===== src/sv/rfp_pkg.sv =====
// Package for the reader frame parser: parser state, verdict and register types,
// error codes, register indexes and frame position constants.
// Depends on nothing; used by rfp_step and reader_frame_parser.
package rfp_pkg;

   localparam int unsigned BYTE_W = 8;
   localparam int unsigned POS_W  = 9;
   localparam int unsigned ERR_W  = 3;
   localparam int unsigned CSR_INDEX_W = 2;
   localparam int unsigned RSP_DATA_W  = 56;
   localparam int unsigned RSP_USER_W  = 2;

   localparam logic [POS_W-1:0] POS_MAX             = 9'd511;
   localparam logic [POS_W-1:0] POS_LEN             = 9'd1;
   localparam logic [POS_W-1:0] POS_CODE            = 9'd2;
   localparam logic [POS_W-1:0] POS_DEVICE          = 9'd3;
   localparam logic [POS_W-1:0] POS_MIN_LAST        = 9'd4;
   localparam logic [POS_W-1:0] POS_NORMAL_PAYLOAD  = 9'd5;
   localparam logic [POS_W-1:0] POS_SPECIAL_FIRST   = 9'd2;
   localparam logic [POS_W-1:0] POS_SPECIAL_LAST_PL = 9'd14;
   localparam logic [POS_W-1:0] POS_SPECIAL_CHECK   = 9'd15;
   localparam logic [POS_W-1:0] POS_SPECIAL_LAST    = 9'd16;

   localparam logic [BYTE_W-1:0] SPECIAL_MARK = 8'h00;
   localparam logic [BYTE_W-1:0] SPECIAL_CODE = 8'hFF;
   localparam logic [BYTE_W-1:0] COUNT_MAX    = 8'hFF;

   typedef enum logic [ERR_W-1:0] {
      ERR_OK           = 3'd0,
      ERR_TOO_SHORT    = 3'd1,
      ERR_SPECIAL_SIZE = 3'd2,
      ERR_CHECKSUM     = 3'd3,
      ERR_TYPE         = 3'd4,
      ERR_LENGTH       = 3'd5
   } err_type;

   typedef enum logic [CSR_INDEX_W-1:0] {
      CSR_COMMAND_TYPE     = 2'd0,
      CSR_STATUS_TYPE      = 2'd1,
      CSR_INFORMATION_TYPE = 2'd2,
      CSR_UNUSED           = 2'd3
   } csr_index_type;

   typedef struct packed {
      logic [BYTE_W-1:0] command_type_code;
      logic [BYTE_W-1:0] status_type_code;
      logic [BYTE_W-1:0] information_type_code;
   } cfg_type;

   typedef struct packed {
      logic [POS_W-1:0]  byte_position;
      logic [BYTE_W-1:0] running_sum;
      logic [BYTE_W-1:0] first_byte;
      logic [BYTE_W-1:0] len_byte;
      logic [BYTE_W-1:0] code_byte;
      logic [BYTE_W-1:0] device_byte;
      logic [BYTE_W-1:0] held_byte;
      logic              special_sum_ok;
      logic [BYTE_W-1:0] emitted_count;
   } state_type;

   typedef struct packed {
      logic              payload_valid;
      logic [BYTE_W-1:0] payload_byte;
      logic              frame_done;
      err_type           error_code;
      logic              is_special;
      logic [BYTE_W-1:0] frame_type;
      logic [BYTE_W-1:0] command_code;
      logic [BYTE_W-1:0] device_number;
      logic [BYTE_W-1:0] length_field;
      logic [BYTE_W-1:0] payload_count;
   } result_type;

endpackage


===== src/sv/reader_frame_parser.sv =====
// Top level of the reader frame parser: handshakes, configuration registers,
// frame state and the result register. Depends on rfp_pkg and rfp_step.
//
// Usage. Frame bytes arrive on the req_ channel, one byte per beat, with
// req_tlast on the last byte of a frame. For every accepted byte exactly one
// result beat leaves on the rsp_ channel. A result beat carries a payload byte
// when rsp_tuser bit 0 is set, and the frame verdict when rsp_tlast is set;
// fields that are not meaningful in a beat read as zero.
// A byte accepted at a clock edge gives its result beat in rsp_tvalid from the
// next cycle on. The parser takes one byte per cycle while the receiver takes
// every beat; the frame state (position, running sum, header bytes, held
// byte) is computed by rfp_step and registered at the accepting edge, and the
// only other stage is the result register.
// When the receiver stalls, the result register holds its beat and req_tready
// falls, so no byte is taken until the waiting beat leaves; req_tready is high
// again in the same cycle that rsp_tready takes the beat.
// The csr_ channel writes the three frame type registers and is always ready;
// writes to the unused index are ignored. Write it only while no frame is in
// flight.
// Synchronous reset clears the frame state, empties the result register and
// loads the type registers with 1, 2 and 3.
module reader_frame_parser (
   input  logic                                 clock,
   input  logic                                 reset,
   // req_tdata fields from bit 0: rx_byte[7:0]
   input  logic [rfp_pkg::BYTE_W-1:0]           req_tdata,
   input  logic                                 req_tlast,
   input  logic                                 req_tvalid,
   output logic                                 req_tready,
   // rsp_tdata fields from bit 0: payload_byte[7:0], error_code[10:8],
   // frame_type[18:11], command_code[26:19], device_number[34:27],
   // length_field[42:35], payload_count[50:43], zero fill[55:51]
   output logic [rfp_pkg::RSP_DATA_W-1:0]       rsp_tdata,
   // rsp_tuser fields from bit 0: payload_valid, is_special
   output logic [rfp_pkg::RSP_USER_W-1:0]       rsp_tuser,
   // rsp_tlast carries frame_done
   output logic                                 rsp_tlast,
   output logic                                 rsp_tvalid,
   input  logic                                 rsp_tready,
   input  logic                                 csr_valid,
   output logic                                 csr_ready,
   input  logic [rfp_pkg::CSR_INDEX_W-1:0]      csr_index,
   input  logic [rfp_pkg::BYTE_W-1:0]           csr_data
);
   import rfp_pkg::*;

   cfg_type    cfg_ff, cfg_in;
   state_type  state_ff, state_in;
   result_type result_ff, result_in;
   logic       rsp_valid_ff, rsp_valid_in;
   logic       req_fire;
   state_type  step_state;
   result_type step_result;

   // A new byte may enter whenever the result register is empty or is being emptied.
   assign req_tready = !rsp_valid_ff || rsp_tready;
   assign req_fire   = req_tvalid && req_tready;
   assign csr_ready  = 1'b1;

   rfp_step u_step (
      .state      (state_ff),
      .cfg        (cfg_ff),
      .rx_byte    (req_tdata),
      .frame_end  (req_tlast),
      .state_next (step_state),
      .result     (step_result)
   );

   always_comb begin
      cfg_in = cfg_ff;
      if (csr_valid) begin
         case (csr_index_type'(csr_index))
            CSR_COMMAND_TYPE:     cfg_in.command_type_code     = csr_data;
            CSR_STATUS_TYPE:      cfg_in.status_type_code      = csr_data;
            CSR_INFORMATION_TYPE: cfg_in.information_type_code = csr_data;
            default:              cfg_in = cfg_ff;
         endcase
      end
   end

   assign state_in     = req_fire ? step_state : state_ff;
   assign result_in    = req_fire ? step_result : result_ff;
   assign rsp_valid_in = req_fire || (rsp_valid_ff && !rsp_tready);

   always_ff @(posedge clock) begin
      if (reset) begin
         cfg_ff.command_type_code     <= 8'd1;
         cfg_ff.status_type_code      <= 8'd2;
         cfg_ff.information_type_code <= 8'd3;
         state_ff     <= '0;
         rsp_valid_ff <= 1'b0;
      end else begin
         cfg_ff       <= cfg_in;
         state_ff     <= state_in;
         rsp_valid_ff <= rsp_valid_in;
      end
   end

   // The result payload needs no reset; rsp_tvalid qualifies it.
   always_ff @(posedge clock) begin
      result_ff <= result_in;
   end

   assign rsp_tvalid = rsp_valid_ff;
   assign rsp_tlast  = result_ff.frame_done;
   assign rsp_tuser  = {result_ff.is_special, result_ff.payload_valid};
   assign rsp_tdata  = {5'd0,
                        result_ff.payload_count,
                        result_ff.length_field,
                        result_ff.device_number,
                        result_ff.command_code,
                        result_ff.frame_type,
                        result_ff.error_code,
                        result_ff.payload_byte};

`ifndef SYNTHESIS
   // A byte that ends a frame leaves the parser at the start of the next frame.
   a_frame_end_clears: assert property (@(posedge clock) disable iff (reset)
      req_fire && req_tlast |=> (state_ff.byte_position == '0) &&
                                (state_ff.emitted_count == '0))
      else $error("frame state not cleared after last byte");

   // Every accepted byte produces a result beat in the next cycle.
   a_one_result: assert property (@(posedge clock) disable iff (reset)
      req_fire |=> rsp_tvalid)
      else $error("accepted byte produced no result beat");

   // Verdict fields are zero in beats that do not end a frame.
   a_idle_verdict: assert property (@(posedge clock) disable iff (reset)
      rsp_tvalid && !rsp_tlast |-> (rsp_tdata[50:8] == '0) && !rsp_tuser[1])
      else $error("verdict fields set without frame end");

   // A beat without payload carries a zero payload byte.
   a_idle_payload: assert property (@(posedge clock) disable iff (reset)
      rsp_tvalid && !rsp_tuser[0] |-> rsp_tdata[7:0] == '0)
      else $error("payload byte set without payload_valid");

   // The position counter holds at its top value while a long frame continues.
   a_pos_saturates: assert property (@(posedge clock) disable iff (reset)
      req_fire && !req_tlast && state_ff.byte_position == POS_MAX
      |=> state_ff.byte_position == POS_MAX)
      else $error("byte position wrapped");
`endif

endmodule


===== src/sv/rfp_step.sv =====
// Combinational step of the reader frame parser: takes one byte and the current
// parser state, gives the next state and the result beat. Uses rfp_pkg.
module rfp_step (
   input  rfp_pkg::state_type          state,
   input  rfp_pkg::cfg_type            cfg,
   input  logic [rfp_pkg::BYTE_W-1:0]  rx_byte,
   input  logic                        frame_end,
   output rfp_pkg::state_type          state_next,
   output rfp_pkg::result_type         result
);
   import rfp_pkg::*;

   logic [POS_W-1:0]  pos;
   logic [BYTE_W-1:0] first_b;
   logic [BYTE_W-1:0] len_b;
   logic [BYTE_W-1:0] code_b;
   logic [BYTE_W-1:0] dev_b;
   logic [BYTE_W-1:0] sum_incl;
   logic              special;
   logic              sum_ok;
   logic              emit;
   logic [BYTE_W-1:0] count;
   logic              type_ok;
   err_type           err;

   assign pos      = state.byte_position;
   assign first_b  = (pos == '0)         ? rx_byte : state.first_byte;
   assign len_b    = (pos == POS_LEN)    ? rx_byte : state.len_byte;
   assign code_b   = (pos == POS_CODE)   ? rx_byte : state.code_byte;
   assign dev_b    = (pos == POS_DEVICE) ? rx_byte : state.device_byte;
   assign special  = (first_b == SPECIAL_MARK);
   assign sum_incl = state.running_sum + rx_byte;

   // The special checksum is sampled at its own position and remembered for the trailer.
   assign sum_ok = (special && pos == POS_SPECIAL_CHECK) ? (sum_incl == '0)
                                                         : state.special_sum_ok;

   // Special frames stream the current byte; normal frames stream the held one,
   // so the checksum byte never leaves as payload.
   assign emit = special ? (pos >= POS_SPECIAL_FIRST && pos <= POS_SPECIAL_LAST_PL)
                         : (pos >= POS_NORMAL_PAYLOAD);
   assign count = (emit && state.emitted_count != COUNT_MAX) ? state.emitted_count + 8'd1
                                                             : state.emitted_count;

   assign type_ok = (first_b == cfg.command_type_code) ||
                    (first_b == cfg.status_type_code)  ||
                    (first_b == cfg.information_type_code);

   always_comb begin
      if (pos < POS_MIN_LAST) begin
         err = ERR_TOO_SHORT;
      end else if (special) begin
         if (pos != POS_SPECIAL_LAST) err = ERR_SPECIAL_SIZE;
         else if (!sum_ok)           err = ERR_CHECKSUM;
         else                        err = ERR_OK;
      end else begin
         if (sum_incl != '0)                      err = ERR_CHECKSUM;
         else if (!type_ok)                       err = ERR_TYPE;
         else if ({1'b0, len_b} != pos - 9'd1)    err = ERR_LENGTH;
         else                                     err = ERR_OK;
      end
   end

   always_comb begin
      result = '0;
      result.payload_valid = emit;
      result.payload_byte  = emit ? (special ? rx_byte : state.held_byte) : '0;
      if (frame_end) begin
         result.frame_done    = 1'b1;
         result.error_code    = err;
         result.is_special    = special;
         result.frame_type    = first_b;
         result.command_code  = special ? SPECIAL_CODE : code_b;
         result.device_number = special ? '0 : dev_b;
         result.length_field  = special ? '0 : len_b;
         result.payload_count = count;
      end
   end

   always_comb begin
      if (frame_end) begin
         state_next = '0;
      end else begin
         state_next.byte_position  = (pos != POS_MAX) ? pos + 9'd1 : pos;
         state_next.running_sum    = sum_incl;
         state_next.first_byte     = first_b;
         state_next.len_byte       = len_b;
         state_next.code_byte      = code_b;
         state_next.device_byte    = dev_b;
         state_next.held_byte      = rx_byte;
         state_next.special_sum_ok = sum_ok;
         state_next.emitted_count  = count;
      end
   end

endmodule

===== config.mk =====
export PLATFORM = sky130hd
export DESIGN_NAME = reader_frame_parser
export DESIGN_NICKNAME = d
export VERILOG_FILES = /design/src/sv/rfp_pkg.sv /design/src/sv/reader_frame_parser.sv /design/src/sv/rfp_step.sv
export SDC_FILE = /design/constraint.sdc
export NUM_CORES = 1
export LEC_CHECK = 0
export BUFFER_PORTS_ARGS = -buffer_cell sky130_fd_sc_hd__buf_2
export CAP_MARGIN = 15
export CORE_MARGIN = 8
export CORE_UTILIZATION = 31
export DETAILED_ROUTE_END_ITERATION = 12
export PLACE_DENSITY = 0.46
export SLEW_MARGIN = 25
export SYNTH_ARGS = -nofsm -noshare
export SYNTH_HDL_FRONTEND = slang
export SYNTH_HIERARCHICAL = 1
export SYNTH_SLANG_ARGS = --single-unit

===== constraint.sdc =====
create_clock -name clock -period 3.53 [get_ports clock]
set_input_delay 0.1765 -clock clock [delete_from_list [all_inputs] [get_ports clock]]
set_output_delay 0.1765 -clock clock [all_outputs]
set_load 0.01 [all_outputs]

==> flow_metrics.py, run 1 <==
metrics = {
    "global_route": {
        "grt_max_degree": 71,
        "met1_usage_pct": 19.3,
        "globalRouteMet3Util_pct": 2.90,
        "met2_usage_pct": 23.6,
        "grt_pass1_vias": 6729,
        "antenna_found_initial": 1,
        "gr-usage-all-layers_pct": 14.6,
        "gr-total-overflow": 0,
        "grt_pass1_wl_mm": 38.3,
        "grt_busiest_layer": "met2",
    },
    "status": {
        "status": "finished clean",
    },
    "critical_path": {
        "cp_slowest_stage_delay_ns": 0.52,
        "cp_max_fo": 10,
        "crit_required_ns": 3.66,
        "cp-start-kind": "flop",
        "critPathCapture": "rsp_tdata[8]",
        "rrSetupSlack_ns": 0.29,
        "path_class": "reg -> reg",
        "r2r_end": "rsp_tdata[8]",
        "r2r-start": "state_ff[57]",
        "cp_num_cells": 10,
        "cp_slowest_cell": "or4b_4",
        "worst_r2r_path_depth": 10,
        "crit_start": "state_ff[57]",
        "worstSetupEndpointType": "flop",
        "cp.arrival_ns": 3.36,
        "worstPathCellList": "inv_1 > ha_1 > or4b_4 > or2_1 > buf_4 > mux2i_1 > xnor2_1 > nor4_1 > a211oi_1 > o221ai_1",
        "critPathTopFamily": "simple AND/OR/NAND/NOR gates",
        "crit_buf_inv": 2,
    },
    "timing": {
        "min_period_ns": 3.24,
        "period_share_pct": 91.7,
        "hold_viol_final": 0,
        "maxSlewViolCount": 0,
        "clock_skew_ns": 0.0170,
        "rsz0062_at_grt": "false",
        "setup_viol": 0,
        "fmax_mhz": 309,
        "tightest_slew_ns": 0.928,
        "slew-limit-headroom_pct": 38.1,
        "setup_slack_ns": 0.291,
        "tns_ns": 0,
    },
    "clock_network": {
        "post_cts_resized": 0,
        "clk_latency_ns": 0.43,
        "cts_buffers": 17,
        "post_cts_buffers": 0,
        "root_buffer": "clkbuf_16",
        "htreeDepth": 4,
        "cts_tree": "yes",
        "cts_sinks": 145,
        "cts.clk_slew.worst_paths_ns": 0.06,
        "clockBufferDepth": 2,
    },
    "floorplanning": {
        "core_mm2": 0.0267,
        "std_cell_rows": 60,
        "io_pins": 86,
        "die_h_um": 180,
        "die-width_um": 180,
        "die_area_mm2": 0.0324,
        "initial_core_util_pct": 31.3,
    },
    "placement": {
        "postPlaceCellArea_mm2": 0.00882,
        "port_buffers": 79,
        "place_congestion": 0.915,
        "pre_cts_ws_ns": 0.322,
        "dp_hpwl_mm": 16.1,
    },
    "route": {
        "antenna_left": 0,
        "drc_errors": 0,
        "post_drt_wl_per_cell_um": 18.0,
        "num_vias": 6918,
        "vias_per_cell": 5.18,
        "postRouteWirelength_mm": 24.1,
        "dr.pass1.iters": 5,
        "first_iter_violations": 442,
    },
    "final_layout": {
        "fin_nets": 1019,
        "diodes": 0,
        "design_area_mm2": 0.00951,
        "drive_above_1_share_pct": 17.0,
        "fillers": 2776,
        "multi_input_area_mm2": 0.00427,
        "area_delta_synth_final_pct": 14.1,
        "ff_latch_area_mm2": 0.00344,
        "post-route-util_pct": 35.7,
    },
    "pwr": {
        "vdd_ir_drop_max_v": 0.000217,
        "p_per_area_mw_per_mm2": 453,
        "p_leak_nw": 3.58,
        "p_total_mw": 4.30,
    },
    "synthesis": {
        "ys_ff_latch": 145,
        "synth-edff-count": 54,
        "async_flop_share_pct": 0,
        "synth_area_mm2": 0.00833,
        "avgSynthCellArea_um2": 8.93,
        "synth-warning-count": 6,
        "ys_types": 65,
        "synth_top_flop_cell": "dfxtp_1",
        "synth_seq_area_share_pct": 41.3,
        "postSynthCellCount": 933,
    },
    "job": {
        "max_cap_violations": 0,
    },
    "min_path": {
        "hold_path_class": "in -> reg",
    },
}
## report_power, final
group | internal (mW) | switching [mW] | leakage (nW)
Combinational | 0.167 | 0.328 | 1.99
Clock | 1.23 | 0.750 | 0.309
Sequential | 1.79 | 0.0337 | 1.28
## worst reg2reg max path, cell delays in order (launching register included)
cell and delay (ns):
dfxtp_1 0.31, inv_1 0.13, ha_1 0.16, or4b_4 0.52
or2_1 0.38, buf_4 0.23, mux2i_1 0.37, xnor2_1 0.17
nor4_1 0.07, a211oi_1 0.43, o221ai_1 0.18
## layout by cell type (no fill, tap or decap), types with 22 or more instances in the layout
cell	netlist	layout
nor2_1	129	129
a21oi_1	109	109
dfxtp_1	91	91
buf_2	15	77
nand3_1	72	72
a21bo_1	66	66
nand2_1	58	58
edfxtp_1	54	54
buf_4	9	27
inv_1	26	26
xnor2_1	25	25
a21oi_2	22	22
## sequential cells by signal (all words and copies together), names as in the netlist
name and count:
state_ff 66, cfg_ff 24, rsp_tlast 1, rsp_tdata 51, rsp_tuser 2, rsp_tvalid 1
## per-stage QoR
stage                     hold slack [ns]  std cells
after floorplan                     0.312        937
after global placement              0.442       1298
after detailed placement            0.441       1298
after CTS                         0.00378       1333
after global routing               0.0132       1335
final                              0.0207       1335
## synthesized netlist by cell type, types with 19 or more instances
master    number  share of area [%]
mux2i_1       19                2.3
inv_1         26                1.2
edfxtp_1      54                 19
xnor2_1       25                2.6
nand2_1       58                2.6
a21bo_1       66                7.9
nor2_1       129                5.8
nand3_1       72                4.3
a21oi_1      109                6.5
clkbuf_1      36                1.6
dfxtp_1       91                 22
a21oi_2       22                2.3
## per-layer routing
layer  wire length [um]  up-vias
met4                445        2
met2              11100      178
met1              11600     3310
li1                   -     3396
met3                870       32
met5                  8        -
## worst min path at each step
stage	startpoint	end	depth (start not counted)
final	csr_data[7]	cfg_ff[7]	3
after global routing	csr_data[5]	cfg_ff[21]	3
after floorplan	csr_data[5]	cfg_ff[13]	2
after detailed placement	csr_data[0]	cfg_ff[8]	3
after CTS	csr_data[5]	cfg_ff[21]	3
after global placement	csr_data[4]	cfg_ff[4]	3
## cells by family after synthesis
| group | count (synthesis) | share of synthesized area, % |
|---|---|---|
| and+or+nand+nor | 343 | 19.6 |
| AOI/OAI and AO/OA | 264 | 22.8 |
| DFF | 145 | 41.3 |
| buffers and inverters | 110 | 7.84 |
| adders and majority gates | 14 | 2.19 |
| xor gates and xnor gates | 35 | 3.68 |
| other | 2 | 0.0901 |
| muxes | 20 | 2.42 |
## area by class of cell
class / instances / area share (%)
Multi-Input combinational cell: 682 / 44.9
Inverter: 26 / 1.03
Tap cell: 341 / 4.49
Sequential cell: 145 / 36.2
Clock buffer: 21 / 4.84
Timing Repair Buffer: 109 / 6.71
Clock inverter: 11 / 1.85
## timing repair
action                                  in CTS  in global routing
endpoints found under the setup margin       0                  0
hold buffers                                 3                  2
hold endpoints to repair                     6                  2
No activity file was read; power rests on OpenSTA's default activity.
==> run 2, diff against run 1 <==
--- a/config.mk
+++ b/config.mk
@@ -7,10 +7,12 @@
 export LEC_CHECK = 0
 export BUFFER_PORTS_ARGS = -buffer_cell sky130_fd_sc_hd__buf_2
 export CAP_MARGIN = 15
+export CELL_PAD_IN_SITES_DETAIL_PLACEMENT = 1
+export CELL_PAD_IN_SITES_GLOBAL_PLACEMENT = 1
 export CORE_MARGIN = 8
 export CORE_UTILIZATION = 31
 export DETAILED_ROUTE_END_ITERATION = 12
-export PLACE_DENSITY = 0.46
+export PLACE_DENSITY = 0.55
 export SLEW_MARGIN = 25
 export SYNTH_ARGS = -nofsm -noshare
 export SYNTH_HDL_FRONTEND = slang
==> constraint.sdc (replaced) <==
create_clock -name clock -period 4 [get_ports clock]
set_input_delay 0.2 -clock clock [delete_from_list [all_inputs] [get_ports clock]]
set_output_delay 0.2 -clock clock [all_outputs]
set_load 0.01 [all_outputs]
==> run 2 against run 1 <==
Compared with the run above:
- first-iteration DRC count is 17% lower
- hold slack better by 0.0087 ns
- cell count decreased by 1.1%
- design area down 1.6%
- count of clock-buffer cells in the layout shrank 2
- utilization shrank 0.59 points
- setup slack better by 0.11 ns
- clock skew rose by 0.0081 ns
==> flow_metrics.py, run 2 (synthesis results as in run 1) <==
metrics = {
    "min_path": {
        "holdPathStages": 3,
        "hold_path_class": "in -> reg",
        "hold_path_end": "cfg_ff[20]",
        "hp-start": "csr_data[4]",
    },
    "clock_network": {
        "clk_latency_ns": 0.44,
        "cts_tree": "yes",
        "cts_buffers": 17,
        "cts.clk_slew.worst_paths_ns": 0.07,
        "post_cts_resized": 0,
        "clockBufferDepth": 2,
        "htreeDepth": 4,
        "post_cts_buffers": 0,
        "ctsHoldBuffers": 0,
        "cts_sinks": 145,
        "root_buffer": "clkbuf_16",
    },
    "route": {
        "first_iter_violations": 369,
        "post_drt_wl_per_cell_um": 19.8,
        "num_vias": 6894,
        "vias_per_cell": 5.22,
        "antenna_left": 0,
        "dr.pass1.iters": 5,
        "postRouteWirelength_mm": 26.2,
        "drc_errors": 0,
    },
    "final_layout": {
        "drive_above_1_share_pct": 16.4,
        "diodes": 0,
        "finalNonFillerCells": 1320,
        "fillers": 3092,
        "largest_register": "state_ff",
        "area_delta_synth_final_pct": 12.3,
        "fin_nets": 1004,
        "largest_reg_flops": 66,
        "final_common_cell": "nor2_1",
        "final_cell_mix": "nor2_1 (129), a21oi_1 (109), dfxtp_1 (91), buf_2 (77), nand3_1 (72)",
    },
    "critical_path": {
        "cp_max_fo": 17,
        "worstSetupEndpointType": "flop",
        "crit_buf_inv": 1,
        "critPathTopFamily": "simple AND/OR/NAND/NOR gates",
        "cp-start-kind": "flop",
        "r2r_end": "state_ff[7]",
        "path_class": "reg -> reg",
        "cp.arrival_ns": 3.88,
        "rrSetupSlack_ns": 0.41,
        "worst_r2r_path_depth": 11,
        "cp_slowest_stage_delay_ns": 0.52,
        "worstPathCellList": "inv_1 > ha_1 > or4b_4 > or2_1 > a31oi_2 > mux2_2 > nor4b_1 > xnor2_1 > nor2_1 > nand3_1 > a21oi_2",
        "crit_required_ns": 4.28,
        "r2r-start": "state_ff[57]",
        "cp_slowest_cell": "or4b_4",
    },
    "floorplanning": {
        "io_pins": 86,
        "initial_core_util_pct": 31.3,
        "core_mm2": 0.0267,
        "die-width_um": 180,
        "std_cell_rows": 60,
        "die_area_mm2": 0.0324,
        "die_h_um": 180,
    },
    "timing": {
        "clock_skew_ns": 0.0251,
        "period_share_pct": 89.9,
        "tightest_slew_ns": 0.995,
        "rsz0062_at_grt": "false",
        "slew-limit-headroom_pct": 33.7,
        "tns_ns": 0,
        "maxSlewViolCount": 0,
        "setup_viol": 0,
        "hold_viol_final": 0,
        "fmax_mhz": 278,
        "min_period_ns": 3.59,
    },
    "pwr": {
        "vdd_ir_drop_max_v": 0.000181,
        "p_per_area_mw_per_mm2": 400,
        "p_leak_nw": 3.49,
    },
    "placement": {
        "port_buffers": 79,
        "place_congestion": 0.821,
        "dp_hpwl_mm": 17.0,
        "dp.cells": 1288,
    },
    "job": {
        "max_cap_violations": 0,
    },
    "global_route": {
        "gr-total-overflow": 0,
        "grt_pass1_vias": 7262,
        "gr-usage-all-layers_pct": 16.1,
        "grt_max_degree": 92,
        "grt_pass1_wl_mm": 42.1,
        "antenna_found_initial": 0,
    },
    "status": {
        "status": "finished clean",
    },
}
[run 2: where the power goes]
group	switching (mW)	total, mW	internal (mW)
registers	0.0331	1.62	1.58
logic	0.291	0.432	0.140
clock network	0.712	1.70	0.985
total	1.04	3.75	2.71
[run 2: worst register-to-register path, cell delays in order (launching register included)]
cell and delay [ns]:
dfxtp_1 0.43, inv_1 0.20, ha_1 0.16, or4b_4 0.52, or2_1 0.49, a31oi_2 0.29
mux2_2 0.49, nor4b_1 0.45, xnor2_1 0.21, nor2_1 0.06, nand3_1 0.09, a21oi_2 0.06
[run 2: layout make-up]
| cell class | instances | area (um2) | area share, % |
|---|---|---|---|
| repair buffers | 94 | 513 | 5.48 |
| flip-flops and latches | 145 | 3440 | 36.8 |
| well taps | 341 | 427 | 4.56 |
| clock buffers | 19 | 464 | 4.96 |
| clock inverters | 13 | 149 | 1.59 |
| inverters | 26 | 97.6 | 1.04 |
| multi-input cells | 682 | 4260 | 45.6 |
[run 2: worst max path at each step]
| stage | to | cells past startpoint | start |
|---|---|---|---|
| after floorplan | state_ff[7] | 15 | state_ff[57] |
| after global placement | rsp_tdata[10] | 9 | state_ff[57] |
| after detailed placement | state_ff[7] | 11 | state_ff[57] |
| after CTS | state_ff[7] | 11 | state_ff[57] |
| after global routing | state_ff[5] | 11 | state_ff[57] |
| final | state_ff[7] | 11 | state_ff[57] |
[run 2: metrics by stage]
step	worst slack, ns	util, %	hold WS, ns	cell area (um2)	power (mW)
5_1_grt	0.167	35.1	0.0302	9360	3.89
3_5_place_dp	0.480	32.8	0.472	8740	2.09
4_1_cts	0.455	35.1	0.0128	9350	3.80
6_report	0.406	35.1	0.0294	9360	3.75
3_3_place_gp	0.563	32.8	0.463	8740	2.08
2_1_floorplan	0.690	-	0.336	8350	1.95
[run 2: routing by layer]
metal	up-vias	global-route usage (%)	part of all wire (%)
met4	0	4.20	1.1
met3	22	2.88	2.6
met2	95	27.4	48
met5	-	0	0
met1	3421	20.6	48
li1	3356	-	-
==> run 3, diff against run 2 <==
--- a/config.mk
+++ b/config.mk
@@ -5,14 +5,12 @@
 export SDC_FILE = /design/constraint.sdc
 export NUM_CORES = 1
 export LEC_CHECK = 0
+export ABC_AREA = 1
 export BUFFER_PORTS_ARGS = -buffer_cell sky130_fd_sc_hd__buf_2
 export CAP_MARGIN = 15
-export CELL_PAD_IN_SITES_DETAIL_PLACEMENT = 1
-export CELL_PAD_IN_SITES_GLOBAL_PLACEMENT = 1
-export CORE_MARGIN = 8
 export CORE_UTILIZATION = 31
 export DETAILED_ROUTE_END_ITERATION = 12
-export PLACE_DENSITY = 0.55
+export PLACE_DENSITY = 0.44
 export SLEW_MARGIN = 25
 export SYNTH_ARGS = -nofsm -noshare
 export SYNTH_HDL_FRONTEND = slang
==> run 3 against run 2 <==
Compared with the run above:
- sequential share of layout area shrank 2.4 points
- critical path depth rose by 9
- die area down 9.5%
- combinational power increased by 130%
- sequential power increased by 7%
- largest power group is now sequential cells
- maximum frequency rose by 14%
- via count increased by 14%
- routed wire length fell by 1.6%
- highest routed layer unchanged
- clock power is 5% lower
- count of clock-buffer cells in the layout decreased by 1
- first-iteration DRC count up 42%
- flip-flop and latch count stayed put
==> flow_metrics.py, run 3 <==
metrics = {
    "status": {
        "status": "finished clean",
    },
    "route": {
        "post_drt_wl_per_cell_um": 15.0,
        "vias_per_cell": 4.59,
        "postRouteWirelength_mm": 25.7,
        "dr.pass1.iters": 5,
        "first_iter_violations": 524,
        "drc_errors": 0,
        "num_vias": 7883,
        "antenna_left": 0,
    },
    "synthesis": {
        "synth-edff-count": 54,
        "avgSynthCellArea_um2": 6.91,
        "yosysMostFrequentCell": "nand2_1",
        "synth_top_flop_cell": "dfxtp_1",
        "ys_ff_latch": 145,
        "synth_area_mm2": 0.00887,
        "synth.area.top_cells": "dfxtp_1 (21%), edfxtp_1 (18%), nand2_1 (12%), nor2_1 (9.4%), nand3_1 (8.0%)",
        "synth_seq_area_share_pct": 38.8,
        "synth_top_area_share_pct": 20.5,
        "synth_common_cells": "nand2_1 (286), nor2_1 (222), inv_1 (181), nand3_1 (142), a21oi_1 (97)",
        "synth-warning-count": 6,
        "synth_top_area_cell": "dfxtp_1",
        "async_flop_share_pct": 0,
        "postSynthCellCount": 1284,
        "ys_types": 40,
    },
    "clock_network": {
        "post_cts_buffers": 0,
        "ctsHoldBuffers": 1,
        "cts_buffers": 17,
        "clk_latency_ns": 0.43,
        "cts_tree": "yes",
        "root_buffer": "clkbuf_16",
        "htreeDepth": 4,
        "cts.clk_slew.worst_paths_ns": 0.07,
        "post_cts_resized": 0,
        "clockBufferDepth": 2,
        "cts_sinks": 145,
    },
    "critical_path": {
        "path_class": "reg -> reg",
        "cp_slowest_cell": "dfxtp_1",
        "worstPathCellList": "inv_1 > ha_1 > nand2_4 > inv_2 > nand2_4 > nand2_1 > nand2_1 > nand2_1 > nor2_2 > nand2_4 > o21ai_4 > nand2_4 > nand2_2 > nand2_1 > nand2_1 > nor2_1 > inv_1 > nand3_1 > nand2_1 > nor2_1",
        "worst_r2r_path_depth": 20,
        "cp_slowest_stage_delay_ns": 0.42,
        "r2r_end": "state_ff[1]",
        "r2r-start": "state_ff[57]",
        "crit_required_ns": 4.33,
        "crit_start": "state_ff[57]",
        "crit_top_cell": "nand2_1",
        "cp.arrival_ns": 3.48,
        "critPathCapture": "state_ff[1]",
        "cp-start-kind": "flop",
        "worstSetupEndpointType": "flop",
        "cp_max_fo": 27,
        "rrSetupSlack_ns": 0.84,
    },
    "floorplanning": {
        "die_area_mm2": 0.0293,
        "initial_core_util_pct": 31.8,
        "io_pins": 86,
        "die-width_um": 171,
        "std_cell_rows": 61,
        "core_mm2": 0.0279,
        "die_h_um": 171,
    },
    "pwr": {
        "vdd_ir_drop_max_v": 0.000218,
        "p_per_area_mw_per_mm2": 432,
        "p_leak_nw": 4.82,
    },
    "timing": {
        "hold_viol_final": 0,
        "clock_skew_ns": 0.00867,
        "rsz0062_at_grt": "false",
        "tightest_slew_ns": 0.807,
        "min_period_ns": 3.16,
        "hold_ws_ns": 0.0350,
        "fmax_mhz": 317,
        "setup_viol": 0,
        "slew-limit-headroom_pct": 46.2,
        "period_share_pct": 78.9,
        "tns_ns": 0,
        "maxSlewViolCount": 0,
    },
    "min_path": {
        "hold_path_class": "in -> reg",
    },
    "final_layout": {
        "diodes": 0,
        "area_delta_synth_final_pct": 12.7,
        "fin_nets": 1366,
        "final_common_cell": "nand2_1",
        "final_cell_mix": "nand2_1 (286), nor2_1 (222), inv_1 (181), nand3_1 (142), a21oi_1 (96)",
        "largest_register": "state_ff",
        "drive_above_1_share_pct": 12.2,
        "largest_reg_flops": 66,
    },
    "global_route": {
        "antenna_found_initial": 0,
        "grt_max_degree": 78,
        "gr-usage-all-layers_pct": 18.2,
        "grt_pass1_wl_mm": 40.8,
        "gr-total-overflow": 0,
        "grt_pass1_vias": 7269,
    },
    "placement": {
        "place_congestion": 0.854,
        "dp_hpwl_mm": 17.7,
        "port_buffers": 79,
    },
    "job": {
        "max_cap_violations": 0,
    },
}
==> run 3: cell count changes after synthesis, sizes merged, moves of 10 or more <==
| cell | change |
|---|---|
| inv | +160 |
| nand2 | +247 |
| nand3 | +78 |
| a21bo | -66 |
| nor2 | +104 |
| nor4 | -10 |
| xnor2 | -22 |
| clkbuf | -20 |
| a21oi | -34 |
==> run 3: how the worst min path moves through the flow <==
stage,cells after the start,slack [ns],endpoint,start
after floorplan,1,0.27,rsp_tvalid,reset
after global placement,2,0.40,rsp_tvalid,reset
after detailed placement,2,0.39,rsp_tvalid,reset
after CTS,3,0.02,cfg_ff[6],csr_data[6]
after global routing,3,0.03,cfg_ff[6],csr_data[6]
final,3,0.03,cfg_ff[3],csr_data[3]
==> run 3: cells by family after synthesis <==
family          Yosys count  share of synthesized area, %
other cells               2                        0.0846
buf+inv                 254                          12.7
compound gates          122                          7.21
simple gates            714                          35.7
mux                      16                          1.81
fa+ha+maj                14                          2.06
flops                   145                          38.8
xor+xnor                 17                          1.68
==> run 3: metrics by stage <==
step	cell area, um2	util, %	instances	worst slack, ns	power (mW)
6_report	10000	35.8	1719	0.844	4.32
5_1_grt	10000	35.8	1719	0.462	4.57
4_1_cts	10000	35.8	1719	0.832	4.38
3_5_place_dp	9420	33.7	1686	0.848	2.74
3_3_place_gp	9420	33.7	1686	0.912	2.74
2_1_floorplan	8890	-	1288	0.201	2.50
==> run 3: layout make-up <==
type	instances	area, um2
fillers	3154	17900
multi-input cells	889	4340
flip-flops and latches	145	3440
inverters	186	698
repair buffers	89	475
well taps	378	473
clock buffers	18	429
clock inverters	14	146
==> run 3: critical path: cells and delay by family (launching register included) <==
| kind | cells | cell delay [ns] |
|---|---|---|
| simple gates | 15 | 1.87 |
| flops | 1 | 0.42 |
| buf+inv | 3 | 0.34 |
| fa+ha+maj | 1 | 0.28 |
| compound gates | 1 | 0.14 |
==> run 3: power by group <==
part / total, mW / switching (mW) / internal [mW]
registers: 1.73 / 0.0704 / 1.66
clock network: 1.61 / 0.735 / 0.879
logic: 0.976 / 0.658 / 0.318
==> run 3: per-layer routing <==
metal | GRT usage [%] | wire, um | up-vias
met5 | 0 | 0 | -
met4 | 5.40 | 388 | 0
met3 | 3.04 | 817 | 23
met2 | 28.6 | 11500 | 137
met1 | 25.4 | 13000 | 3601
li1 | - | - | 4122
